<file path="src/rtl/vpp_pkg.sv">
`timescale 1ns / 1ps
// ----------------------------------------------------------------------------
// vpp_pkg: shared types, constants and duration tables
// Widths, command codes and the fixed on/off duration tables of the
// vibration pattern player.
// ----------------------------------------------------------------------------
package vpp_pkg;

  localparam int unsigned FUNC_W = 2;
  localparam int unsigned PAT_W  = 2;
  localparam int unsigned STEP_W = 3;
  localparam int unsigned TIME_W = 32;
  localparam int unsigned DUR_W  = 10;

  // Command codes carried by the func field
  typedef enum logic [FUNC_W-1:0] {
    FUNC_TICK  = 2'd0,
    FUNC_START = 2'd1,
    FUNC_STOP  = 2'd2
  } func_e;

  // Pattern numbers; any other select value plays pattern 0
  localparam logic [PAT_W-1:0] PAT_SHORT = 2'd0;
  localparam logic [PAT_W-1:0] PAT_LONG  = 2'd1;
  localparam logic [PAT_W-1:0] PAT_SLOW  = 2'd2;

  localparam int unsigned PAT0_LEN = 4;
  localparam int unsigned PAT1_LEN = 6;
  localparam int unsigned PAT2_LEN = 2;

  localparam logic [DUR_W-1:0] PAT0_TAB [PAT0_LEN] = '{10'd200, 10'd200, 10'd200, 10'd800};
  localparam logic [DUR_W-1:0] PAT1_TAB [PAT1_LEN] =
    '{10'd400, 10'd200, 10'd400, 10'd200, 10'd400, 10'd800};
  localparam logic [DUR_W-1:0] PAT2_TAB [PAT2_LEN] = '{10'd800, 10'd400};

  // Number of steps in a pattern
  function automatic logic [STEP_W-1:0] pat_len(input logic [PAT_W-1:0] pat);
    logic [STEP_W-1:0] len;
    case (pat)
      PAT_LONG: len = STEP_W'(PAT1_LEN);
      PAT_SLOW: len = STEP_W'(PAT2_LEN);
      default:  len = STEP_W'(PAT0_LEN);
    endcase
    return len;
  endfunction

  // Duration of one step; a step past the end reads the first entry
  function automatic logic [DUR_W-1:0] pat_dur(input logic [PAT_W-1:0]  pat,
                                               input logic [STEP_W-1:0] step);
    logic [DUR_W-1:0] dur;
    logic [STEP_W-1:0] s;
    s = (step >= pat_len(pat)) ? '0 : step;
    case (pat)
      PAT_LONG: dur = PAT1_TAB[s];
      PAT_SLOW: dur = PAT2_TAB[s[0]];
      default:  dur = PAT0_TAB[s[1:0]];
    endcase
    return dur;
  endfunction

  // Result payload
  typedef struct packed {
    logic motor_on;
    logic running;
  } result_t;

endpackage

</file>
<file path="src/rtl/vpp_if.sv">
`timescale 1ns / 1ps
// ----------------------------------------------------------------------------
// vpp_if: item channels of the vibration pattern player
// Valid/ready channels for command items and for result items.
// ----------------------------------------------------------------------------
interface vpp_in_if import vpp_pkg::*; ();
  logic              valid;
  logic              ready;
  logic [FUNC_W-1:0] func;
  logic [PAT_W-1:0]  pattern_sel;
  logic              repeat_flag;
  logic [TIME_W-1:0] now_ms;

  modport source (output valid, func, pattern_sel, repeat_flag, now_ms, input ready);
  modport sink   (input valid, func, pattern_sel, repeat_flag, now_ms, output ready);
endinterface

interface vpp_out_if import vpp_pkg::*; ();
  logic valid;
  logic ready;
  logic motor_on;
  logic running;

  modport source (output valid, motor_on, running, input ready);
  modport sink   (input valid, motor_on, running, output ready);
endinterface

</file>
<file path="src/rtl/vibration_pattern_player_unit.sv">
`timescale 1ns / 1ps
// ----------------------------------------------------------------------------
// vibration_pattern_player_unit: vibration motor pattern sequencer
// Plays one of three fixed on/off duration patterns on a motor drive level,
// driven by start, stop and tick command items that carry the time in ms.
// ----------------------------------------------------------------------------
// Usage: the block takes one command item per clock cycle while the result
// side is ready, and gives exactly one result item for each: every item
// passes an input register, then the pattern logic (a 32-bit deadline
// compare, a duration table read and a 32-bit add) that updates the player
// state and loads the result register. A stalled result holds the pipeline;
// the input register still takes one item while the result waits. Deadlines
// compare as plain unsigned values, so a time counter wrap is not handled.
module vibration_pattern_player_unit import vpp_pkg::*; (
  input  logic      clk_i,
  input  logic      rst_ni,
  vpp_in_if.sink    in_i,
  vpp_out_if.source out_o
);

  // Input register
  logic              in_vld_q;
  logic [FUNC_W-1:0] in_func_q;
  logic [PAT_W-1:0]  in_sel_q;
  logic              in_rep_q;
  logic [TIME_W-1:0] in_now_q;

  // Player state
  logic              active_q, active_d;
  logic              repeat_q, repeat_d;
  logic [PAT_W-1:0]  pat_q, pat_d;
  logic [STEP_W-1:0] step_q, step_d;
  logic              drive_q, drive_d;
  logic [TIME_W-1:0] deadline_q, deadline_d;

  // Result register
  logic              out_vld_q;
  result_t           res_q;

  logic              proc_fire;
  logic              in_take;
  logic [STEP_W-1:0] step_inc;
  logic              due;

  assign proc_fire = in_vld_q && (!out_vld_q || out_o.ready);
  assign in_i.ready = !in_vld_q || proc_fire;
  assign in_take = in_i.valid && in_i.ready;

  // Hold the accepted item
  always_ff @(posedge clk_i or negedge rst_ni) begin
    if (!rst_ni) begin
      in_vld_q <= 1'b0;
    end else if (in_i.ready) begin
      in_vld_q <= in_i.valid;
    end
  end

  always_ff @(posedge clk_i) begin
    if (in_take) begin
      in_func_q <= in_i.func;
      in_sel_q  <= in_i.pattern_sel;
      in_rep_q  <= in_i.repeat_flag;
      in_now_q  <= in_i.now_ms;
    end
  end

  assign step_inc = step_q + STEP_W'(1);
  assign due      = active_q && (in_now_q >= deadline_q);

  // Advance the pattern for one command
  always_comb begin
    active_d   = active_q;
    repeat_d   = repeat_q;
    pat_d      = pat_q;
    step_d     = step_q;
    drive_d    = drive_q;
    deadline_d = deadline_q;
    case (in_func_q)
      FUNC_START: begin
        active_d   = 1'b1;
        repeat_d   = in_rep_q;
        pat_d      = in_sel_q;
        step_d     = '0;
        drive_d    = 1'b1;
        deadline_d = in_now_q;
      end
      FUNC_STOP: begin
        active_d = 1'b0;
        drive_d  = 1'b0;
      end
      FUNC_TICK: begin
        if (due) begin
          if (step_inc >= pat_len(pat_q)) begin
            // Last step passed: wrap around or drop out
            step_d = step_inc;
            if (repeat_q) begin
              step_d     = '0;
              drive_d    = 1'b1;
              deadline_d = in_now_q + TIME_W'(pat_dur(pat_q, '0));
            end else begin
              active_d   = 1'b0;
              drive_d    = 1'b0;
              deadline_d = in_now_q + TIME_W'(pat_dur(pat_q, step_q));
            end
          end else begin
            step_d     = step_inc;
            drive_d    = !drive_q;
            deadline_d = in_now_q + TIME_W'(pat_dur(pat_q, step_q));
          end
        end
      end
      default: begin
      end
    endcase
  end

  // Update state on each processed item
  always_ff @(posedge clk_i or negedge rst_ni) begin
    if (!rst_ni) begin
      active_q   <= 1'b0;
      repeat_q   <= 1'b0;
      pat_q      <= '0;
      step_q     <= '0;
      drive_q    <= 1'b0;
      deadline_q <= '0;
    end else if (proc_fire) begin
      active_q   <= active_d;
      repeat_q   <= repeat_d;
      pat_q      <= pat_d;
      step_q     <= step_d;
      drive_q    <= drive_d;
      deadline_q <= deadline_d;
    end
  end

  // Result register
  always_ff @(posedge clk_i or negedge rst_ni) begin
    if (!rst_ni) begin
      out_vld_q <= 1'b0;
    end else if (!out_vld_q || out_o.ready) begin
      out_vld_q <= in_vld_q;
    end
  end

  always_ff @(posedge clk_i) begin
    if (proc_fire) begin
      res_q.motor_on <= drive_d;
      res_q.running  <= active_d;
    end
  end

  assign out_o.valid    = out_vld_q;
  assign out_o.motor_on = res_q.motor_on;
  assign out_o.running  = res_q.running;

endmodule

</file>
<file path="src/flat_wrapper.sv">
// flat-port wrapper written by rule: the top's interface ports become plain ports
module vibration_pattern_player_unit_flat import vpp_pkg::*;
  (clk_i, rst_ni, in_i_valid, in_i_func, in_i_pattern_sel, in_i_repeat_flag, in_i_now_ms, in_i_ready, out_o_valid, out_o_motor_on, out_o_running, out_o_ready);
  vpp_in_if in_i_i ();
  vpp_out_if out_o_i ();
  input  logic clk_i;
  input  logic rst_ni;
  input wire logic [$bits(in_i_i.valid)-1:0] in_i_valid;
  input wire logic [$bits(in_i_i.func)-1:0] in_i_func;
  input wire logic [$bits(in_i_i.pattern_sel)-1:0] in_i_pattern_sel;
  input wire logic [$bits(in_i_i.repeat_flag)-1:0] in_i_repeat_flag;
  input wire logic [$bits(in_i_i.now_ms)-1:0] in_i_now_ms;
  output wire logic [$bits(in_i_i.ready)-1:0] in_i_ready;
  output wire logic [$bits(out_o_i.valid)-1:0] out_o_valid;
  output wire logic [$bits(out_o_i.motor_on)-1:0] out_o_motor_on;
  output wire logic [$bits(out_o_i.running)-1:0] out_o_running;
  input wire logic [$bits(out_o_i.ready)-1:0] out_o_ready;
  assign in_i_i.valid = in_i_valid;
  assign in_i_i.func = in_i_func;
  assign in_i_i.pattern_sel = in_i_pattern_sel;
  assign in_i_i.repeat_flag = in_i_repeat_flag;
  assign in_i_i.now_ms = in_i_now_ms;
  assign in_i_ready = in_i_i.ready;
  assign out_o_valid = out_o_i.valid;
  assign out_o_motor_on = out_o_i.motor_on;
  assign out_o_running = out_o_i.running;
  assign out_o_i.ready = out_o_ready;
  vibration_pattern_player_unit u_core (.clk_i(clk_i), .rst_ni(rst_ni), .in_i(in_i_i), .out_o(out_o_i));
endmodule
</file>
<file path="config.mk">
export PLATFORM = sky130hd
export DESIGN_NAME = vibration_pattern_player_unit_flat
export DESIGN_NICKNAME = d
export VERILOG_FILES = /design/src/rtl/vpp_pkg.sv /design/src/rtl/vpp_if.sv /design/src/rtl/vibration_pattern_player_unit.sv /design/src/flat_wrapper.sv
export SDC_FILE = /design/constraint.sdc
export NUM_CORES = 1
export LEC_CHECK = 0
export ABC_AREA = 1
export BUFFER_PORTS_ARGS = -buffer_cell sky130_fd_sc_hd__buf_2
export CAP_MARGIN = 40
export CORE_MARGIN = 3
export CORE_UTILIZATION = 55
export DETAILED_ROUTE_END_ITERATION = 6
export HOLD_SLACK_MARGIN = 0.15
export PLACE_DENSITY_LB_ADDON = 0.08
export SLEW_MARGIN = 20
export SYNTH_ARGS = -nofsm -noshare
export SYNTH_HDL_FRONTEND = slang
export SYNTH_SLANG_ARGS = --single-unit
</file>
<file path="constraint.sdc">
create_clock -name clk_i -period 3.66 [get_ports clk_i]
set_clock_uncertainty 0.1 [all_clocks]
set_input_delay 0.183 -clock clk_i [delete_from_list [all_inputs] [get_ports clk_i]]
set_output_delay 0.183 -clock clk_i [all_outputs]
set_load 0.01 [all_outputs]
</file>
==> results of run 1 <==
==> Yosys cell counts, types with 3 or more instances <==
library cell	instances	area, sq um
nor2_2	9	56.30
nor3_2	4	40.04
nor2_1	39	146.4
ha_1	53	663.1
clkinv_1	4	15.01
xnor2_1	7	61.31
o21a_1	3	22.52
inv_2	12	45.04
buf_2	6	30.03
a21oi_1	39	195.2
nand3_2	6	60.06
nand2_4	4	45.04
nor3_1	5	25.02
nand2_2	7	43.79
xor2_1	9	78.83
buf_4	7	52.55
nand4_1	12	75.07
o21bai_1	3	22.52
o211ai_1	3	22.52
nand3_1	69	345.3
inv_1	101	379.1
nand2_1	205	769.5
o21ai_0	26	130.1
o21ai_1	45	225.2
dfrtp_1	42	1051
edfxtp_1	39	1171
==> how the worst min path moves through the flow <==
stage,from,endpoint,slack [ns],cells past startpoint
final,rst_ni,u_core.deadline_q[8]$_DFFE_PN0P_,0.21,2
after global placement,in_i_now_ms[24],u_core.in_now_q[24]$_DFFE_PP_,0.26,1
after global routing,rst_ni,u_core.deadline_q[14]$_DFFE_PN0P_,0.24,2
after detailed placement,rst_ni,u_core.deadline_q[6]$_DFFE_PN0P_,0.1,1
after floorplan,rst_ni,u_core.active_q$_DFFE_PN0P_,-0.21,0
after CTS,rst_ni,u_core.deadline_q[8]$_DFFE_PN0P_,0.21,2
==> per-layer routing <==
layer / share of wire / wire [um] / vias to the layer above
met2: 0.47 / 7640 / 167
met5: 0 / 0 / -
met4: 0.014 / 232 / 0
li1: - / - / 2784
met1: 0.45 / 7374 / 2578
met3: 0.068 / 1108 / 20
==> power by group through the flow <==
stage | Sequential, uW | Combinational, uW | Clock (uW)
floorplan | 1320 | 1600 | 0
global placement | 1350 | 2130 | 0
detailed placement | 1360 | 2210 | 0
CTS | 1340 | 2270 | 716
global route | 1380 | 2870 | 748
finish | 1350 | 2540 | 698
==> cell families after synthesis <==
| kind of cell | Yosys count | share of synthesized area |
|---|---|---|
| AO/OA/AOI/OAI | 126 | 0.1124 |
| XOR/XNOR | 16 | 0.02345 |
| buffers and inverters | 133 | 0.08919 |
| flip-flops | 81 | 0.3719 |
| adder cells (fa/ha/maj) | 55 | 0.1177 |
| AND/OR/NAND/NOR | 369 | 0.2854 |
==> repair_timing <==
action / 4_1_cts / 5_1_grt
pin swaps: 0 / 18
buffers inserted: 0 / 6
hold endpoints to repair: 82 / 0
hold buffers: 42 / 0
endpoints found under the setup margin: 11 / 25
gates resized for setup: 4 / 42
==> cell type report <==
type,count,area [sq um],area share
Multi-Input combinational cell,566,3391,0.4680
Timing Repair Buffer,108,822.0,0.1135
Tap cell,136,170.2,0.02348
Clock buffer,10,127.6,0.01761
Clock inverter,6,73.82,0.01019
Sequential cell,81,2222,0.3067
Inverter,117,439.2,0.06061
==> through the flow <==
step | hold slack [ns] | area, sq um
floorplan | -0.2126 | 5976
global placement | 0.2589 | 6385
detailed placement | 0.09631 | 6405
CTS | 0.2062 | 7032
global route | 0.2395 | 7246
finish | 0.2097 | 7246
==> critical path: cells and delay by family, from the launching register on <==
kind,cells,cell delay (ns)
AOI/OAI and AO/OA,2,0.36
xor gates and xnor gates,1,0.16
adders and majority gates,4,0.94
buffers and inverters,2,0.11
DFF,1,0.39
and+or+nand+nor,15,1.46
==> state kept, by name, summed over array words and instances (netlist names) <==
signal and cells:
u_core.active_q 1, u_core.deadline_q 32, u_core.drive_q 1, u_core.in_func_q 2, u_core.in_now_q 32, u_core.in_rep_q 1, u_core.in_sel_q 2, u_core.in_vld_q 1
u_core.out_o.motor_on 1, u_core.out_o.running 1, u_core.out_o.valid 1, u_core.pat_q 2, u_core.repeat_q 1, u_core.step_q 3
==> key figures, run 1 <==
Cells and area
  – Share of cells above drive strength 1: 0.1836
  – ANT cells: 0
  – Most frequent cells in the layout: 200 x nand2_1, 96 x inv_1, 65 x nand3_1
  – Util after Layout: 0.6925
  – Layout area overhead: 21.25%
  – Most common cell after layout, fill and taps aside: nand2_1
  – Post-route non-filler standard cell count: 1024
  – Final #Nets: 979
  – FILL cells: 902

Synthesis
  – Syn Nets: 876
  – Post-synth EDFFs: 39
  – Register area share after synthesis: 0.3719
  – Synth warn: 0
  – Cells after synthesis: 780
  – Main synth FF type: dfrtp_1
  – Synthesized area per cell: 7.661 sq um
  – Asr flop ratio synth: 0.5185
  – Unique masters post-synth: 44
  – Yosys reg bits: 81
  – Cell Area, Synth: 5976 sq um

STA
  – Slew @ Worst Pin: 0.6123 ns
  – Final period utilization: 0.9853
  – Total negative slack: 0 ns
  – Tmin final: 3.606 ns
  – Max-slew headroom: 0.5913
  – RSZ-0062 raised after global routing: yes
  – Final setup fails: 0
  – F_max: 0.2773 GHz
  – PnR worst setup slack: 0.05385 ns
  – Slew Limit Fails: 0
  – Fin. Hold Viols: 0

Setup path
  – CP Launch Point: u_core.pat_q[0]$_DFFE_PN0P_
  – Crit path max fanout: 3
  – CP Class: reg2reg
  – CP Cell Sequence: inv_2 -> ha_4 -> inv_2 -> ha_4 -> nand2_1 -> nand2_1 -> nand2_2 -> nand2_2 -> nor2_4 -> nand2_1 -> o31ai_2 -> ha_2 -> fa_2 -> nand3_2 -> nand3_2 -> nand3_2 -> nand2_4 -> nand2_1 -> nand2_1 -> nand3_2 -> nor2_2 -> xor2_1 -> nand2_1 -> o21ai_0
  – Critical Path Max Stage Delay: 0.39 ns
  – Most frequent CP cell: nand2_1
  – Crit path to: u_core.deadline_q[21]$_DFFE_PN0P_
  – Reg2Reg Capture Point: u_core.deadline_q[21]$_DFFE_PN0P_
  – Worst path slowest cell: dfrtp_1
  – Crit path launch type: flip-flop
  – Worst-case reg-to-reg path depth: 24
  – Worst r2r src: u_core.pat_q[0]$_DFFE_PN0P_
  – Reg-to-reg setup timing slack: 0.05 ns
  – CP endpoint kind: flip-flop
  – Crit path DAT: 3.80 ns
  – Worst Path Required: 3.85 ns

CTS
  – CTS sink cnt: 81
  – TritonCTS buffer count: 9
  – Clk_lat worst skew: 0.39 ns
  – Max Root-Sink Buffers: 2
  – Root Driver: clkbuf_8
  – Clk slew on worst S/H paths: 0.09 ns
  – CTS tree: done
  – H-Tree Depth: 3

Floorplanning
  – Core area: 10460 sq um
  – Starting Density: 0.5712
  – Row count: 37
  – Die area: 12150 sq um
  – Die height: 110.2 um
  – I/O Pins: 45
  – Die Wd: 110.2 um

Power and ir drop
  – Comb pwr share: 0.553
  – VDD IR-drop max: 0.4275 mV
  – Overall power: 4582 uW
  – Flop pwr share: 0.294
  – Clock power share: 0.152
  – Power Density: 632.4 nW/um^2
  – Sw frac: 0.4487
  – Int Pwr: 2526 uW
  – Pleak: 0.003425 uW
  – Sw power: 2056 uW

Detailed routing
  – DR iter-0 viols: 428
  – Post-route DRC: 0
  – Vias: 5549
  – Vias per Instance: 5.419
  – First drt pass iteration count: 5
  – Detailed-route wire length: 16360 um
  – Antenna viol nets, final: 0
  – Routed len/inst: 15.97 um

Placed design
  – Port bufs: 44
  – GP Congestion: 0.9515
  – Post-DP HPWL: 11520 um
  – Dpl ws: -0.05728 ns
  – Dpl cells: 960

Hold path
  – Worst Hold Class: in2async

Global route
  – M2 GR Usage: 0.4636
  – Met3 Usage GRT: 0.07164
  – Overall Global Routing Usage: 0.2869
  – Initial antenna violation count: 0
  – Top Usage Layer GRT: met2
  – Largest net degree at the start of global routing: 40
  – GR Overflow Total: 0
  – Vias in the first global route: 5455
  – Grt met1 use: 0.3892
  – First-pass GRT wire length: 26620 um

Run status
  – Status: finished clean

Run
  – Max cap viols: 0
Note: power is estimated with default switching activity, not from simulation.
==> run 2, diff against run 1 <==
--- a/config.mk
+++ b/config.mk
@@ -8,11 +8,14 @@
 export ABC_AREA = 1
 export BUFFER_PORTS_ARGS = -buffer_cell sky130_fd_sc_hd__buf_2
 export CAP_MARGIN = 40
+export CELL_PAD_IN_SITES_DETAIL_PLACEMENT = 0
+export CELL_PAD_IN_SITES_GLOBAL_PLACEMENT = 1
 export CORE_MARGIN = 3
-export CORE_UTILIZATION = 55
+export CORE_UTILIZATION = 41
 export DETAILED_ROUTE_END_ITERATION = 6
 export HOLD_SLACK_MARGIN = 0.15
 export PLACE_DENSITY_LB_ADDON = 0.08
+export SKIP_LAST_GASP = 1
 export SLEW_MARGIN = 20
 export SYNTH_ARGS = -nofsm -noshare
 export SYNTH_HDL_FRONTEND = slang
==> key figures, run 2 (synthesis results as in run 1) <==
Power and ir drop
  – Flop pwr share: 0.275 (was 0.294)
  – VDD IR-drop max: 0.3326 mV (was 0.4275 mV)
  – Sw power: 2101 uW (was 2056 uW)
  – Int Pwr: 2799 uW (was 2526 uW)
  – Sw frac: 0.4287 (was 0.4487)
  – Overall power: 4900 uW (was 4582 uW)
  – Power Density: 653.7 nW/um^2 (was 632.4 nW/um^2)
  – Comb pwr share: 0.531 (was 0.553)
  – Pleak: 0.003466 uW (was 0.003425 uW)
  – Clock power share: 0.193 (was 0.152)

Global route
  – Overall Global Routing Usage: 0.2105 (was 0.2869)
  – GR Overflow Total: 0 (unchanged)
  – Initial antenna violation count: 0 (unchanged)
  – First-pass GRT wire length: 26800 um (was 26620 um)
  – Largest net degree at the start of global routing: 43 (was 40)
  – Vias in the first global route: 5295 (was 5455)

Cells and area
  – Layout area overhead: 25.44% (was 21.25%)
  – Util after Layout: 0.5338 (was 0.6925)
  – ANT cells: 0 (unchanged)
  – Final #Nets: 981 (was 979)
  – Share of cells above drive strength 1: 0.1831 (was 0.1836)
  – Most frequent cells in the layout: 201 x nand2_1, 97 x inv_1, 65 x nand3_1 (was 200 x nand2_1, 96 x inv_1, 65 x nand3_1)
  – Largest regs: u_core.deadline_q: 32 flops, u_core.in_now_q: 32 flops, u_core.step_q: 3 flops (unchanged)
  – Post-route non-filler standard cell count: 1070 (was 1024)
  – Most common cell after layout, fill and taps aside: nand2_1 (unchanged)

STA
  – Fin. Hold Viols: 0 (unchanged)
  – Slew @ Worst Pin: 0.6602 ns (was 0.6123 ns)
  – Tmin final: 3.543 ns (was 3.606 ns)
  – Final period utilization: 0.9680 (was 0.9853)
  – Final setup fails: 0 (unchanged)
  – Max-slew headroom: 0.5594 (was 0.5913)
  – Total negative slack: 0 ns (unchanged)
  – F_max: 0.2823 GHz (was 0.2773 GHz)
  – Slew Limit Fails: 0 (unchanged)

CTS
  – H-Tree Depth: 3 (unchanged)
  – CTS sink cnt: 81 (unchanged)
  – Max Root-Sink Buffers: 2 (unchanged)
  – CTS tree: done (unchanged)
  – Clk_lat worst skew: 0.36 ns (was 0.39 ns)
  – Clk slew on worst S/H paths: 0.07 ns (was 0.09 ns)
  – Root Driver: clkbuf_16 (was clkbuf_8)
  – TritonCTS buffer count: 9 (unchanged)

Setup path
  – CP endpoint kind: flip-flop (unchanged)
  – Worst Path Required: 3.80 ns (was 3.85 ns)
  – Crit path DAT: 3.68 ns (was 3.80 ns)
  – CP Class: reg2reg (unchanged)
  – Worst-case reg-to-reg path depth: 24 (unchanged)
  – Crit path max fanout: 6 (was 3)
  – Crit path launch type: flip-flop (unchanged)

Placed design
  – Dpl cells: 1009 (was 960)
  – Port bufs: 44 (unchanged)
  – GP Congestion: 0.9333 (was 0.9515)
  – Post-DP HPWL: 11640 um (was 11520 um)

Detailed routing
  – First drt pass iteration count: 5 (unchanged)
  – DR iter-0 viols: 381 (was 428)
  – Routed len/inst: 15.60 um (was 15.97 um)
  – Vias per Instance: 5.137 (was 5.419)
  – Antenna viol nets, final: 0 (unchanged)
  – Vias: 5497 (was 5549)
  – Detailed-route wire length: 16690 um (was 16360 um)
  – Post-route DRC: 0 (unchanged)

Run
  – Max cap viols: 0 (unchanged)

Run status
  – Status: finished clean (unchanged)

Floorplanning
  – Die area: 16060 sq um (was 12150 sq um)
  – Starting Density: 0.4256 (was 0.5712)
  – Core area: 14040 sq um (was 10460 sq um)
  – I/O Pins: 45 (unchanged)
  – Die height: 126.7 um (was 110.2 um)
  – Row count: 43 (was 37)
  – Die Wd: 126.7 um (was 110.2 um)

Hold path
  – Worst Hold Class: in2async (unchanged)
==> run 2: changes by cell type in the layout (fill, tap and decap cells not counted), sizes merged <==
cell / change
inv: -1
buf: +2
clkinvlp: +1
clkinv: +1
clkbuf: -1
==> run 2: per-stage QoR <==
stage / setup WS, ns / hold WS [ns] / area (sq um)
after global placement: -0.02230 / 0.2368 / 6485
after detailed placement: -0.1000 / 0.2408 / 6485
after floorplan: 0.03383 / -0.2126 / 5976
after global routing: -0.07770 / 0.3901 / 7496
final: 0.1170 / 0.3630 / 7496
after CTS: 0.02165 / 0.3688 / 7226
==> run 2: area by class of cell <==
cell class	instances	area, sq um
clock inverter	7	78.83
clock buffer	9	225.2
tap	180	225.2
multi-input combinational	566	3470
fill	1339	6546
timing repair buffer	110	835.8
sequential	81	2222
inverter	117	439.2
==> run 2: metal layers <==
layer	routed length [um]	up-vias	track usage
li1	-	2782	-
met1	8119	2534	0.3013
met2	7276	164	0.3247
met3	1052	17	0.03705
met4	240	0	0.06625
met5	0	-	0
==> run 2: critical path, stage by stage, from the launching register on <==
cell and delay (ns):
dfrtp_1 0.41, ha_4 0.28, inv_2 0.05, ha_4 0.22
nand2_1 0.05, nand2_1 0.05, nand2_1 0.07, nand2_1 0.06
nor2_2 0.16, buf_6 0.13, nand2_4 0.05, o31ai_4 0.24
ha_2 0.25, fa_2 0.22, nand3_2 0.10, nand3_4 0.09
nand3_4 0.11, nand2_4 0.11, nand2_8 0.07, o21ai_1 0.16
nand3_1 0.10, nand3_1 0.12, nand2_1 0.08, nand2_1 0.07
o21ai_1 0.06
==> run 2: path summary, 6_finish.rpt <==
| path | from | endpoint | slack, ns |
|---|---|---|---|
| hold / removal | rst_ni | u_core.active_q$_DFFE_PN0P_ | 0.36 |
| setup reg to reg | u_core.pat_q[1]$_DFFE_PN0P_ | u_core.deadline_q[19]$_DFFE_PN0P_ | 0.12 |
| hold reg to reg | u_core.in_sel_q[1]$_DFFE_PP_ | u_core.pat_q[1]$_DFFE_PN0P_ | 0.36 |
| setup / recovery | u_core.pat_q[1]$_DFFE_PN0P_ | u_core.deadline_q[19]$_DFFE_PN0P_ | 0.12 |
| min in group clk_i | u_core.in_sel_q[1]$_DFFE_PP_ | u_core.pat_q[1]$_DFFE_PN0P_ | 0.36 |
| max in group asynchronous | rst_ni | u_core.deadline_q[27]$_DFFE_PN0P_ | 2.67 |
==> run 2: power by group through the flow <==
stage	clock network [uW]	logic (uW)	registers [uW]
floorplan	0	1600	1320
global placement	0	2170	1350
detailed placement	0	2190	1360
CTS	972	2250	1340
global route	1010	2940	1370
finish	948	2600	1350
==> run 2: timing repair <==
action                     in CTS  in global routing
hold endpoints to repair       82                  0
setup buffers                   0                  3
resized for setup               4                 57
hold buffers                   42                  0
setup endpoints to repair       7                 23
pin swaps                       0                 23
